===== config.mk =====
export PLATFORM = sky130hd
export DESIGN_NAME = learning_frame_router
export DESIGN_NICKNAME = d
export VERILOG_FILES = /design/src/lfr_pkg.sv /design/src/learning_frame_router.sv /design/src/lfr_cmp_unit.sv
export SDC_FILE = /design/constraint.sdc
export NUM_CORES = 1
export LEC_CHECK = 0
export ABC_AREA = 0
export BUFFER_PORTS_ARGS = -buffer_cell sky130_fd_sc_hd__clkbuf_2
export CORE_ASPECT_RATIO = 0.9
export CORE_MARGIN = 4
export CORE_UTILIZATION = 62
export DETAILED_ROUTE_END_ITERATION = 12
export GPL_TIMING_DRIVEN = 0
export PLACE_DENSITY = 0.79
export SYNTH_ARGS = -nofsm -noshare
export SYNTH_HDL_FRONTEND = slang
export SYNTH_SLANG_ARGS = --single-unit

===== constraint.sdc =====
create_clock -name aclk -period 7.1 [get_ports aclk]
set_input_delay 0.355 -clock aclk [delete_from_list [all_inputs] [get_ports aclk]]
set_output_delay 0.355 -clock aclk [all_outputs]
set_load 0.03 [all_outputs]

===== src/lfr_pkg.sv =====
// ----------------------------------------------------------------------------
// lfr_pkg
// shared types and constants of the learning frame router
// ----------------------------------------------------------------------------
package lfr_pkg;

    // configuration register indexes
    localparam logic [2:0] CFG_HUB_ADDR      = 3'd0;
    localparam logic [2:0] CFG_BCAST_ADDR    = 3'd1;
    localparam logic [2:0] CFG_UNASG_ADDR    = 3'd2;
    localparam logic [2:0] CFG_ROUTE_TIMEOUT = 3'd3;
    localparam logic [2:0] CFG_PING_THROTTLE = 3'd4;

    // configuration reset values
    localparam logic [7:0]  HUB_ADDR_RST      = 8'd1;
    localparam logic [7:0]  BCAST_ADDR_RST    = 8'd255;
    localparam logic [7:0]  UNASG_ADDR_RST    = 8'd0;
    localparam logic [31:0] ROUTE_TIMEOUT_RST = 32'd15000;
    localparam logic [31:0] PING_THROTTLE_RST = 32'd500;

    // ingress code of hub-originated frames and the no-exception code
    localparam logic [2:0] HUB_ORIGIN = 3'd4;
    localparam logic [2:0] NO_EXCEPT  = 3'd4;

    typedef enum logic [1:0] {
        DEC_LOCAL   = 2'd0,
        DEC_FLOOD   = 2'd1,
        DEC_FWD     = 2'd2,
        DEC_NOROUTE = 2'd3
    } dec_t;

    typedef enum logic [2:0] {
        CLS_ECHO,
        CLS_HUB,
        CLS_HEART,
        CLS_BCAST,
        CLS_UNI
    } cls_t;

    typedef enum logic [2:0] {
        ST_IDLE,
        ST_LRN_WALK,
        ST_LRN_WR,
        ST_RT_WALK,
        ST_PING,
        ST_FIN
    } state_t;

    // one learned route
    typedef struct packed {
        logic [7:0]  addr;
        logic [1:0]  link;
        logic [31:0] stamp;
    } entry_t;

    // compare unit result
    typedef struct packed {
        logic hit;
        logic aged;
    } cmp_res_t;

endpackage


===== src/learning_frame_router.sv =====
// sequence: a frame that is neither learned nor unicast goes straight to the
//   result step; a learned source walks the route table and then writes it, and
//   a unicast frame walks it for a route and then takes the ping step; the walks
//   read one table entry per cycle; a new request is taken only when idle, and a
//   finished result waits in the output register while the next one is taken
// reset: synchronous; table valid bits and last ping time clear at once
// ----------------------------------------------------------------------------
// learning_frame_router
// source-learning frame router with route aging and throttled discovery pings
// ----------------------------------------------------------------------------
module learning_frame_router #(
    parameter int TABLE_ENTRIES = 16,
    parameter int LINK_COUNT    = 4
) (
    input  logic        aclk,
    input  logic        aresetn,

    input  logic        cfg_wr_en,
    input  logic [2:0]  cfg_index,
    input  logic [31:0] cfg_wdata,

    input  logic        s_valid,
    output logic        s_ready,
    input  logic [7:0]  s_src_addr,
    input  logic [7:0]  s_dst_addr,
    input  logic        s_heartbeat,
    input  logic [2:0]  s_ingress_link,
    input  logic [31:0] s_now_ms,

    output logic        m_valid,
    input  logic        m_ready,
    output logic [1:0]  m_decision,
    output logic [1:0]  m_egress_link,
    output logic [2:0]  m_except_link,
    output logic        m_deliver_local,
    output logic        m_discovery_ping,
    output logic [7:0]  m_ping_target
);

    localparam int IDX_W = (TABLE_ENTRIES > 1) ? $clog2(TABLE_ENTRIES) : 1;
    localparam int CNT_W = $clog2(TABLE_ENTRIES + 1);
    localparam logic [CNT_W-1:0] LAST_CNT = CNT_W'(TABLE_ENTRIES);

    // configuration
    logic [7:0]  hub_addr_reg;
    logic [7:0]  bcast_addr_reg;
    logic [7:0]  unasg_addr_reg;
    logic [31:0] timeout_reg;
    logic [31:0] throttle_reg;

    // sequencer
    lfr_pkg::state_t state_reg, state_next;
    logic [CNT_W-1:0] iss_reg, iss_next;
    logic             eval_reg, eval_next;
    logic [IDX_W-1:0] eval_idx_reg, eval_idx_next;
    logic             walk_done;

    // captured request
    logic [7:0]    src_reg, src_next;
    logic [7:0]    dst_reg, dst_next;
    logic [2:0]    ing_reg, ing_next;
    logic [31:0]   now_reg, now_next;
    lfr_pkg::cls_t cls_reg, cls_next;
    logic          link_ok_reg, link_ok_next;

    // walk results
    logic             found_reg, found_next;
    logic [IDX_W-1:0] slot_reg, slot_next;
    logic             free_found_reg, free_found_next;
    logic [IDX_W-1:0] free_slot_reg, free_slot_next;
    logic             hit_reg, hit_next;
    logic [1:0]       hit_link_reg, hit_link_next;
    logic             ping_fire_reg, ping_fire_next;

    // table and ping state
    logic [TABLE_ENTRIES-1:0] valid_reg, valid_next;
    logic [31:0]              last_ping_reg, last_ping_next;
    lfr_pkg::entry_t          mem [TABLE_ENTRIES];
    lfr_pkg::entry_t          rd_data_reg;
    logic                     rd_en;
    logic                     mem_we;
    logic [IDX_W-1:0]         mem_waddr;
    lfr_pkg::entry_t          mem_wdata;

    // output register
    logic           m_valid_reg, m_valid_next;
    lfr_pkg::dec_t  dec_reg, dec_next;
    logic [1:0]     olink_reg, olink_next;
    logic [2:0]     except_reg, except_next;
    logic           deliver_reg, deliver_next;
    logic           ping_out_reg, ping_out_next;
    logic [7:0]     target_reg, target_next;

    // request side decode
    logic          acc;
    logic          in_link_ok;
    logic          in_learnable;
    lfr_pkg::cls_t in_cls;
    logic          out_free;
    logic          ev_valid;

    // shared compare unit operands
    logic [7:0]        cmp_key;
    logic [31:0]       cmp_base;
    logic [31:0]       cmp_limit;
    lfr_pkg::cmp_res_t cmp_res;

    assign s_ready  = (state_reg == lfr_pkg::ST_IDLE);
    assign acc      = s_valid && s_ready;
    assign out_free = !m_valid_reg || m_ready;
    assign ev_valid = valid_reg[eval_idx_reg];
    assign walk_done = eval_reg && (iss_reg == LAST_CNT);

    // ingress link check and source learnability
    assign in_link_ok   = ({5'd0, s_ingress_link} < 8'(LINK_COUNT));
    assign in_learnable = (s_src_addr != unasg_addr_reg) && (s_src_addr != bcast_addr_reg) &&
                          (s_src_addr != hub_addr_reg) && in_link_ok;

    // frame class in priority order
    always_comb begin
        priority if (s_src_addr == hub_addr_reg && s_ingress_link != lfr_pkg::HUB_ORIGIN) begin
            in_cls = lfr_pkg::CLS_ECHO;
        end else if (s_dst_addr == hub_addr_reg) begin
            in_cls = lfr_pkg::CLS_HUB;
        end else if (s_heartbeat && s_src_addr != hub_addr_reg) begin
            in_cls = lfr_pkg::CLS_HEART;
        end else if (s_dst_addr == bcast_addr_reg) begin
            in_cls = lfr_pkg::CLS_BCAST;
        end else begin
            in_cls = lfr_pkg::CLS_UNI;
        end
    end

    // operand select for the shared compare unit
    assign cmp_key   = (state_reg == lfr_pkg::ST_LRN_WALK) ? src_reg : dst_reg;
    assign cmp_base  = (state_reg == lfr_pkg::ST_PING) ? last_ping_reg : rd_data_reg.stamp;
    assign cmp_limit = (state_reg == lfr_pkg::ST_PING) ? throttle_reg : timeout_reg;

    lfr_cmp_unit u_cmp (
        .key        (cmp_key),
        .entry_addr (rd_data_reg.addr),
        .now_ms     (now_reg),
        .base_ms    (cmp_base),
        .limit_ms   (cmp_limit),
        .res        (cmp_res)
    );

    // next state
    always_comb begin
        state_next = state_reg;
        unique case (state_reg)
            lfr_pkg::ST_IDLE: begin
                if (acc) begin
                    if (in_learnable) begin
                        state_next = lfr_pkg::ST_LRN_WALK;
                    end else if (in_cls == lfr_pkg::CLS_UNI) begin
                        state_next = lfr_pkg::ST_RT_WALK;
                    end else begin
                        state_next = lfr_pkg::ST_FIN;
                    end
                end
            end
            lfr_pkg::ST_LRN_WALK: begin
                if (walk_done) begin
                    state_next = lfr_pkg::ST_LRN_WR;
                end
            end
            lfr_pkg::ST_LRN_WR: begin
                state_next = (cls_reg == lfr_pkg::CLS_UNI) ? lfr_pkg::ST_RT_WALK
                                                           : lfr_pkg::ST_FIN;
            end
            lfr_pkg::ST_RT_WALK: begin
                if (walk_done) begin
                    state_next = lfr_pkg::ST_PING;
                end
            end
            lfr_pkg::ST_PING: begin
                state_next = lfr_pkg::ST_FIN;
            end
            lfr_pkg::ST_FIN: begin
                if (out_free) begin
                    state_next = lfr_pkg::ST_IDLE;
                end
            end
            default: begin
                state_next = lfr_pkg::ST_IDLE;
            end
        endcase
    end

    // datapath control per state
    always_comb begin
        iss_next        = iss_reg;
        eval_next       = eval_reg;
        eval_idx_next   = eval_idx_reg;
        src_next        = src_reg;
        dst_next        = dst_reg;
        ing_next        = ing_reg;
        now_next        = now_reg;
        cls_next        = cls_reg;
        link_ok_next    = link_ok_reg;
        found_next      = found_reg;
        slot_next       = slot_reg;
        free_found_next = free_found_reg;
        free_slot_next  = free_slot_reg;
        hit_next        = hit_reg;
        hit_link_next   = hit_link_reg;
        ping_fire_next  = ping_fire_reg;
        valid_next      = valid_reg;
        last_ping_next  = last_ping_reg;
        rd_en           = 1'b0;
        mem_we          = 1'b0;
        mem_waddr       = found_reg ? slot_reg : free_slot_reg;
        mem_wdata.addr  = src_reg;
        mem_wdata.link  = ing_reg[1:0];
        mem_wdata.stamp = now_reg;
        m_valid_next    = m_valid_reg && !m_ready;
        dec_next        = dec_reg;
        olink_next      = olink_reg;
        except_next     = except_reg;
        deliver_next    = deliver_reg;
        ping_out_next   = ping_out_reg;
        target_next     = target_reg;

        unique case (state_reg)
            lfr_pkg::ST_IDLE: begin
                if (acc) begin
                    src_next        = s_src_addr;
                    dst_next        = s_dst_addr;
                    ing_next        = s_ingress_link;
                    now_next        = s_now_ms;
                    cls_next        = in_cls;
                    link_ok_next    = in_link_ok;
                    found_next      = 1'b0;
                    free_found_next = 1'b0;
                    hit_next        = 1'b0;
                    ping_fire_next  = 1'b0;
                    iss_next        = '0;
                    eval_next       = 1'b0;
                end
            end
            lfr_pkg::ST_LRN_WALK: begin
                // issue the next read, evaluate the previous one
                if (iss_reg != LAST_CNT) begin
                    rd_en         = 1'b1;
                    iss_next      = iss_reg + CNT_W'(1);
                    eval_next     = 1'b1;
                    eval_idx_next = iss_reg[IDX_W-1:0];
                end else begin
                    eval_next = 1'b0;
                end
                if (eval_reg) begin
                    if (ev_valid && cmp_res.hit && !found_reg) begin
                        found_next = 1'b1;
                        slot_next  = eval_idx_reg;
                    end
                    if (!ev_valid && !free_found_reg) begin
                        free_found_next = 1'b1;
                        free_slot_next  = eval_idx_reg;
                    end
                end
            end
            lfr_pkg::ST_LRN_WR: begin
                // refresh a matching entry or fill the first free slot
                mem_we = found_reg || free_found_reg;
                if (!found_reg && free_found_reg) begin
                    valid_next[free_slot_reg] = 1'b1;
                end
                iss_next  = '0;
                eval_next = 1'b0;
            end
            lfr_pkg::ST_RT_WALK: begin
                if (iss_reg != LAST_CNT) begin
                    rd_en         = 1'b1;
                    iss_next      = iss_reg + CNT_W'(1);
                    eval_next     = 1'b1;
                    eval_idx_next = iss_reg[IDX_W-1:0];
                end else begin
                    eval_next = 1'b0;
                end
                // age out, then match the destination among the survivors
                if (eval_reg && ev_valid) begin
                    if (cmp_res.aged) begin
                        valid_next[eval_idx_reg] = 1'b0;
                    end else if (cmp_res.hit && !hit_reg) begin
                        hit_next      = 1'b1;
                        hit_link_next = rd_data_reg.link;
                    end
                end
            end
            lfr_pkg::ST_PING: begin
                // throttled discovery ping on a miss
                if (!hit_reg && cmp_res.aged) begin
                    ping_fire_next = 1'b1;
                    last_ping_next = now_reg;
                end
            end
            lfr_pkg::ST_FIN: begin
                if (out_free) begin
                    m_valid_next  = 1'b1;
                    dec_next      = lfr_pkg::DEC_LOCAL;
                    olink_next    = 2'd0;
                    except_next   = lfr_pkg::NO_EXCEPT;
                    deliver_next  = 1'b0;
                    ping_out_next = 1'b0;
                    target_next   = 8'd0;
                    unique case (cls_reg)
                        lfr_pkg::CLS_ECHO: begin
                            dec_next = lfr_pkg::DEC_LOCAL;
                        end
                        lfr_pkg::CLS_HUB: begin
                            deliver_next = 1'b1;
                        end
                        lfr_pkg::CLS_HEART: begin
                            dec_next = lfr_pkg::DEC_LOCAL;
                        end
                        lfr_pkg::CLS_BCAST: begin
                            dec_next    = lfr_pkg::DEC_FLOOD;
                            except_next = link_ok_reg ? ing_reg : lfr_pkg::NO_EXCEPT;
                        end
                        lfr_pkg::CLS_UNI: begin
                            if (hit_reg) begin
                                dec_next   = lfr_pkg::DEC_FWD;
                                olink_next = hit_link_reg;
                            end else begin
                                dec_next      = lfr_pkg::DEC_NOROUTE;
                                ping_out_next = ping_fire_reg;
                                target_next   = ping_fire_reg ? dst_reg : 8'd0;
                            end
                        end
                        default: begin
                            dec_next = lfr_pkg::DEC_LOCAL;
                        end
                    endcase
                end
            end
            default: begin
                eval_next = 1'b0;
            end
        endcase
    end

    // control registers and configuration
    always_ff @(posedge aclk) begin
        if (!aresetn) begin
            state_reg      <= lfr_pkg::ST_IDLE;
            iss_reg        <= '0;
            eval_reg       <= 1'b0;
            found_reg      <= 1'b0;
            free_found_reg <= 1'b0;
            hit_reg        <= 1'b0;
            ping_fire_reg  <= 1'b0;
            valid_reg      <= '0;
            last_ping_reg  <= '0;
            m_valid_reg    <= 1'b0;
            hub_addr_reg   <= lfr_pkg::HUB_ADDR_RST;
            bcast_addr_reg <= lfr_pkg::BCAST_ADDR_RST;
            unasg_addr_reg <= lfr_pkg::UNASG_ADDR_RST;
            timeout_reg    <= lfr_pkg::ROUTE_TIMEOUT_RST;
            throttle_reg   <= lfr_pkg::PING_THROTTLE_RST;
        end else begin
            state_reg      <= state_next;
            iss_reg        <= iss_next;
            eval_reg       <= eval_next;
            found_reg      <= found_next;
            free_found_reg <= free_found_next;
            hit_reg        <= hit_next;
            ping_fire_reg  <= ping_fire_next;
            valid_reg      <= valid_next;
            last_ping_reg  <= last_ping_next;
            m_valid_reg    <= m_valid_next;
            if (cfg_wr_en) begin
                unique case (cfg_index)
                    lfr_pkg::CFG_HUB_ADDR:      hub_addr_reg   <= cfg_wdata[7:0];
                    lfr_pkg::CFG_BCAST_ADDR:    bcast_addr_reg <= cfg_wdata[7:0];
                    lfr_pkg::CFG_UNASG_ADDR:    unasg_addr_reg <= cfg_wdata[7:0];
                    lfr_pkg::CFG_ROUTE_TIMEOUT: timeout_reg    <= cfg_wdata;
                    lfr_pkg::CFG_PING_THROTTLE: throttle_reg   <= cfg_wdata;
                    default: begin
                    end
                endcase
            end
        end
    end

    // payload registers
    always_ff @(posedge aclk) begin
        eval_idx_reg  <= eval_idx_next;
        src_reg       <= src_next;
        dst_reg       <= dst_next;
        ing_reg       <= ing_next;
        now_reg       <= now_next;
        cls_reg       <= cls_next;
        link_ok_reg   <= link_ok_next;
        slot_reg      <= slot_next;
        free_slot_reg <= free_slot_next;
        hit_link_reg  <= hit_link_next;
        dec_reg       <= dec_next;
        olink_reg     <= olink_next;
        except_reg    <= except_next;
        deliver_reg   <= deliver_next;
        ping_out_reg  <= ping_out_next;
        target_reg    <= target_next;
    end

    // route table memory, one write and one registered read
    always_ff @(posedge aclk) begin
        if (mem_we) begin
            mem[mem_waddr] <= mem_wdata;
        end
    end

    always_ff @(posedge aclk) begin
        if (rd_en) begin
            rd_data_reg <= mem[iss_reg[IDX_W-1:0]];
        end
    end

    assign m_valid          = m_valid_reg;
    assign m_decision       = dec_reg;
    assign m_egress_link    = olink_reg;
    assign m_except_link    = except_reg;
    assign m_deliver_local  = deliver_reg;
    assign m_discovery_ping = ping_out_reg;
    assign m_ping_target    = target_reg;

`ifndef ASSERT_OFF
    // a ping goes only with a missed unicast route
    a_ping_on_miss: assert property (@(posedge aclk) disable iff (!aresetn)
        (m_valid && m_discovery_ping) |-> (m_decision == lfr_pkg::DEC_NOROUTE))
        else $error("discovery ping without a route miss");

    // hub delivery is always a local decision
    a_deliver_local: assert property (@(posedge aclk) disable iff (!aresetn)
        (m_valid && m_deliver_local) |-> (m_decision == lfr_pkg::DEC_LOCAL))
        else $error("hub delivery with non-local decision");

    // the table changes by at most one entry per cycle
    a_one_valid_change: assert property (@(posedge aclk) disable iff (!aresetn)
        $countones(valid_reg ^ $past(valid_reg)) <= 1)
        else $error("more than one table entry changed in a cycle");

    // the ping time moves only out of the ping step
    a_ping_time: assert property (@(posedge aclk) disable iff (!aresetn)
        (last_ping_reg != $past(last_ping_reg)) |-> ($past(state_reg) == lfr_pkg::ST_PING))
        else $error("last ping time changed outside the ping step");
`endif

endmodule


===== src/lfr_cmp_unit.sv =====
// ----------------------------------------------------------------------------
// lfr_cmp_unit
// shared address match and wrapping age compare, used once per cycle
// ----------------------------------------------------------------------------
module lfr_cmp_unit (
    input  logic [7:0]       key,
    input  logic [7:0]       entry_addr,
    input  logic [31:0]      now_ms,
    input  logic [31:0]      base_ms,
    input  logic [31:0]      limit_ms,
    output lfr_pkg::cmp_res_t res
);

    logic [31:0] age;

    // age wraps modulo 2^32
    assign age      = now_ms - base_ms;
    assign res.hit  = (key == entry_addr);
    assign res.aged = (age >= limit_ms);

endmodule

* Yosys cells after proc, flatten, opt, wreduce, memory -nomap -nowiden
Memory sizes are Yosys's and may differ from the RTL's. A register that Yosys moved wholly into a read port is not among the register bits.
Index checks and enable logic that the tools add are counted.
W data, S select, Z words.
** Cells by class
- $add $sub $neg :: 2
- Order comparisons :: 6
- Eq/ne operators :: 37
- Mux-type cells :: 53
- Bitwise gates (word level) :: 7
- Reduce and logical (&&, ||, !) cells :: 58
** Operator list (number)
- $mux W32 :: 2
- $mux W16 :: 3
- $mux W3 :: 11
- $eq A8 B8 Y1 :: 4
- $ge A32 B32 Y1 :: 1
- $pmux W16 S2 :: 1
- $sub A32 B32 Y32 :: 1
- $ne A8 B8 Y1 :: 3
- $reduce_and A2 Y1 :: 12
- $mux W1 :: 21
- $reduce_and A4 Y1 :: 5
- $ne A2 B2 Y1 const B :: 9
- $pmux W3 S6 :: 1
- $logic_and A1 B1 Y1 :: 17
- $and A16 B16 Y16 :: 1
- $not A16 Y16 :: 1
- $or A16 B16 Y16 :: 1
- $eq A3 B2 Y1 const B :: 5
- $eq A3 B3 Y1 const B :: 5
- $pmux W5 S3 :: 1
- $reduce_and A3 Y1 :: 4
- $lt A4 B5 Y1 const B :: 2
- $mux W5 :: 2
- $ne A2 B1 Y1 const B :: 5
- other kinds (23) :: 45
** Storage, ports and cells
- Register bits after elaboration :: 236
- Bits in writable memories :: 672
- Output and inout port bits :: 19
- Word-level logic and storage cells :: 195
- Memories :: 1
** Memory list
- mem :: words 16, width 42, rd ports 1, clocked after memory_dff 1, write ports 1, line learning_frame_router.sv:78 : lfr_pkg::entry_t mem [TABLE_ENTRIES];

* Longest topological paths before layout
- Depth in word-level cells :: 10
- Depth in mapped cells :: 26
- Mapped depth without buffers :: 22

* Cells and area by module
A second synthesis with hierarchy kept.
** Unflattened totals
- Cells, all modules :: 2405
- Area, all modules :: 39454.1 um^2
** By module, submodules not included
- learning_frame_router :: times used 1, cells an instance 1989, area an instance 36528.8 um^2, sequential area each 27025.9 um^2
- lfr_cmp_unit :: times used 1, cells an instance 416, area an instance 2925.3 um^2, sequential area each 0.0 um^2

* Worst setup path before layout
OpenSTA, ideal clock, no wires.
- Path type :: reg-to-reg
- From :: reg state_reg[2]
- To :: reg hit_link_reg[0] (enable)
- Data arrival time :: 5.003 ns
- Data required time :: 6.790 ns
- Slack :: 1.786 ns
- Stages on the path, launching flop included :: 25
- Buffers on the path :: 3
- Period minus slack after synthesis :: 5.314 ns
- Cell sequence :: dfxtp_1 > inv_1 > nor3_1 > clkbuf_1 > buf_2 > mux2i_1 > ha_1 > buf_4 > a211oi_1 > o21bai_1 > a21o_1 > a221oi_2 > o22ai_2 > o221ai_4 > o21bai_1 > xor2_1 > ha_1 > a21o_1 > a21o_1 > a21oi_1 > o21ai_0 > a21oi_1 > nand2_1 > nor3b_1 > nor2b_1
** On the way
- Longest elaborated chain between the ends :: 6
- Elaborated cells between the ends (all ways) :: 12
- Those cells by class :: 1 x add/sub; 1 x order compare; 4 x eq/ne; 3 x mux; 1 x bitwise; 2 x reduce/logical
** Ends and longest elaborated chain
- start, declared :: line learning_frame_router.sv:52 : lfr_pkg::state_t state_reg, state_next;
- start signal, assigned :: line learning_frame_router.sv:346 : state_reg <= lfr_pkg::ST_IDLE;
- start signal, assigned :: line learning_frame_router.sv:362 : state_reg <= state_next;
- $eq A3 B3 Y1 :: line learning_frame_router.sv:136, learning_frame_router.sv:137
- $mux W32 :: line learning_frame_router.sv:136 : assign cmp_base = (state_reg == lfr_pkg::ST_PING) ? last_ping_reg : rd_data_reg.stamp;
- $sub A32 B32 Y32 :: line lfr_cmp_unit.sv:17 : assign age = now_ms - base_ms;
- $ge A32 B32 Y1 :: line lfr_cmp_unit.sv:19 : assign res.aged = (age >= limit_ms);
- $not A1 Y1 (no line)
- $reduce_and A4 Y1 (no line) *
- end signal, assigned :: line learning_frame_router.sv:397 : hit_link_reg <= hit_link_next;
- end, declared :: line learning_frame_router.sv:72 : logic [1:0] hit_link_reg, hit_link_next;
Every way passes the cells marked *; elsewhere a longest branch is shown, timed or not.
A chain may end at the register's enable or synchronous reset.

* Worst setup path in the final report
- From :: reg state_reg[2]
- To :: reg last_ping_reg[17]
** On the way
- Longest elaborated chain between the ends :: 6
- Elaborated cells between the ends (all ways) :: 7
- Those cells by class :: 1 x add/sub; 1 x order compare; 1 x eq/ne; 2 x mux; 2 x reduce/logical
** Ends and longest elaborated chain
- $eq A3 B3 Y1 * :: line learning_frame_router.sv:136, learning_frame_router.sv:137, learning_frame_router.sv:225
- $mux W32 :: line learning_frame_router.sv:136
- $sub A32 B32 Y32 :: line lfr_cmp_unit.sv:17
- $ge A32 B32 Y1 :: line lfr_cmp_unit.sv:19
- $logic_and A1 B1 Y1 :: line learning_frame_router.sv:293 : if (!hit_reg && cmp_res.aged) begin
- $reduce_and A2 Y1 (no line) *
- end signal, assigned :: line learning_frame_router.sv:370 : last_ping_reg <= last_ping_next;
- end, declared :: line learning_frame_router.sv:77 : logic [31:0] last_ping_reg, last_ping_next;
Marked as above.

==> metrics <==
worst slack, placed=-0.4876 ns; EDFF count, synth=800; hpwl dp=63060 um; CTS tree=done; RSZ-0062 raised after global routing=no; status=finished, final reports clean; Worst Setup Start Kind=register; H-tree Lvls=3; CORE AREA=61660 sq um; final period utilization=95.72%; Sw Ratio=27.75%; clock power share=34.4%; Initial Util=63.01%; Crit Path Class=register to register; clk buf depth=3; Pint=10.36 mW; Synth area leaders=edfxtp_1 (62%), mux4_2 (12%), dfxtp_1 (7.7%), nand2_1 (2.3%), ha_1 (2.1%); CP endpoint kind=register; wire per inst=28.67 um; clk sinks=950; Hold Vio Cnt, Final=0; post-synthesis sequential area ratio=69.57%; Antenna Nets Post-Route=0; Layout area overhead=15.13%; syn_area_per_cell=16.85 sq um; NumNets Final=2753; Syn Inst Count=2305; Comb pwr share=18.7%; minimum clock period=6.796 ns; initial antenna violation count=1; vias in the first global route=23350; first-pass GRT wire length=149300 um; critical path required time=7.65 ns; post-synth design cell area=38850 sq um; Hold Path Class=primary input to register; Cell Rows=86; largest family of logic cells by synthesized area=multiplexers; DRC=0; Cell variety after synth=76; compound-cell area share of the yosys netlist=4.635%; Min-Delay Path Depth=3; FF-to-FF path depth=25; Yosys top cell area share=61.84%; Worst-path clk slew=0.07 ns; Die Y=245.5 um; Top Ports=111; Synth Area in Adders=2.145%; # fillers=3591; max reg flops=672; setup violators final=0; area share of xor/xnor cells in the synthesized design=1.691%; fmax=147.1 MHz; Simple-Gate Fraction of Synth Area=5.975%; worst vdd ir=0.2374 mV; drt via density=6.536; CP arrival=7.34 ns; sequential cell area=27030 sq um; Worst-Margin Slew=1.169 ns; CP max FO=10; clock skew=0.03760 ns; DRT iter0 DRCs=3174; pin count of the biggest net entering global routing=38; Top FF cell, synth=edfxtp_1; GR Util All Layers=30.52%; Yosys reg bits=950; Ys Warns=0; Total Wirelength=100600 um; MaxCap Viol Count=0; gpl congestion=0.9028; Root Driver=clkbuf_16; Skew-Pair Late Insertion Delay=0.67 ns; total number of vias=22940; Switch Pwr=3.982 mW; proportion of layout cells with a drive suffix above 1=21.74%; syn nets=2463; area leader, netlist=edfxtp_1; Num CTS Buffers=90; Leak=14.68 nW; Rel. slew slack=21.00%; die area=66730 sq um; setup ws final=0.3039 ns; Port Buf Inserts=109; Util after Layout=72.54%; Post-synth ARST share=0%; grt ovf=0; cell with the most instances after synthesis=edfxtp_1; Multi-input gate area=11420 sq um; postcts setup bufs=0; top post-synthesis cells by count=edfxtp_1 (800), nand2_1 (238), mux4_2 (214); sequential share of power=46.9%; multiplexer share of the synthesized area=14.55%; Final Max Tran Viols=0; pwr dens=320.8 nW/um^2; DR pass1 iterations=6; Die W=271.9 um
-- critical path, stage by stage (launching register included) --
cell      delay (ns)
dfxtp_1         0.48
inv_1           0.15
nor3_4          0.39
buf_2           0.40
clkbuf_4        0.39
mux2i_1         0.25
ha_1            0.26
buf_4           0.17
a211oi_1        0.25
o21bai_1        0.15
a21o_1          0.21
a221oi_2        0.32
o22ai_2         0.15
o221ai_4        0.33
o21bai_1        0.12
xor2_1          0.18
ha_1            0.32
nand4_1         0.19
or3_1           0.39
o21ai_0         0.20
a21oi_2         0.11
a21oi_1         0.30
buf_2           0.34
buf_2           0.30
nor2_1          0.08
a31o_2          0.23
-- per-stage QoR --
stage / setup TNS, ns / instance area, sq um / total power, mW / hold WS [ns] / instances
6_report: 0 / 44720 / 14.35 / 0.02003 / 3510
5_1_grt: 0 / 44720 / 14.86 / 0.01850 / 3509
3_5_place_dp: -13.32 / 40940 / 9.360 / 0.4115 / 3268
2_1_floorplan: 0 / 38850 / 8.491 / 0.4003 / 2305
4_1_cts: 0 / 44700 / 14.29 / 0.002183 / 3509
3_3_place_gp: -10.40 / 40440 / 9.227 / 0.4073 / 3250
-- cell type report --
| cell class | instances | share of cell area, % |
|---|---|---|
| sequential | 950 | 60.43 |
| multi-input combinational | 1218 | 25.53 |
| clock buffer | 133 | 5.906 |
| timing repair buffer | 198 | 3.631 |
| tap | 836 | 2.339 |
| buffer | 109 | 1.030 |
| clock inverter | 37 | 0.8924 |
| inverter | 28 | 0.2406 |
| antenna | 1 | 0.005595 |
-- layer usage --
metal / wire [um] / vias to the layer above / track usage (%)
li1: - / 9624 / -
met1: 37050 / 11470 / 42.18
met2: 48020 / 1581 / 48.33
met3: 11330 / 267 / 6.790
met4: 4253 / 0 / 12.10
met5: 0 / - / 0
-- cells by family after synthesis --
family	after synthesis
flip-flops	950
XOR/XNOR	75
multiplexers	297
adder cells (fa/ha/maj)	66
AO/OA/AOI/OAI	263
buffers and inverters	137
AND/OR/NAND/NOR	517
-- worst paths after layout --
| kind | start | end | slack [ns] |
|---|---|---|---|
| hold / removal | cfg_wdata[2] | timeout_reg[2] | 0.02 |
| hold reg to reg | rd_data_reg[32] | hit_link_reg[0] | 0.43 |
| setup reg to reg | state_reg[2] | last_ping_reg[17] | 0.30 |
| setup / recovery | state_reg[2] | last_ping_reg[17] | 0.30 |
-- power groups by stage --
stage               combinational [mW]  sequential, mW  clock, mW
floorplan                         1.79            6.70          0
global placement                  2.41            6.81          0
detailed placement                2.53            6.83          0
CTS                               2.62            6.72       4.96
global route                      2.89            6.75       5.22
finish                            2.68            6.73       4.93
-- cells in the final DEF (no fill, tap or decap), types with 5 or more instances in the layout --
cell,count
o21ai_0,27
a211oi_1,6
clkbuf_1,98
mux4_2,214
dfxtp_1,150
nor2_4,18
ha_1,65
clkinv_1,12
xnor2_1,43
buf_12,17
a31oi_1,7
and3_1,9
nand2_1,238
nand4_1,19
mux2i_1,80
clkbuf_2,110
nand3_1,40
o221a_2,5
a21oi_1,104
a21o_1,20
inv_1,26
buf_2,22
clkinv_2,11
clkbuf_8,10
nor3_1,15
buf_1,9
edfxtp_1,800
xor2_1,32
o21bai_1,5
nor2b_1,11
bufinv_16,7
dlygate4sd3_1,71
o221a_1,6
nand2b_1,11
nor4_1,10
nor2_1,108
clkbuf_16,96
and2_1,13
o21a_1,7
a31o_2,32
-- what timing repair did --
action	4_1_cts	5_1_grt
endpoints found under the setup margin	47	34
hold buffers	71	0
gates resized for setup	3	7
endpoints found under the hold margin	98	0
No activity file was read; power rests on OpenSTA's default activity.
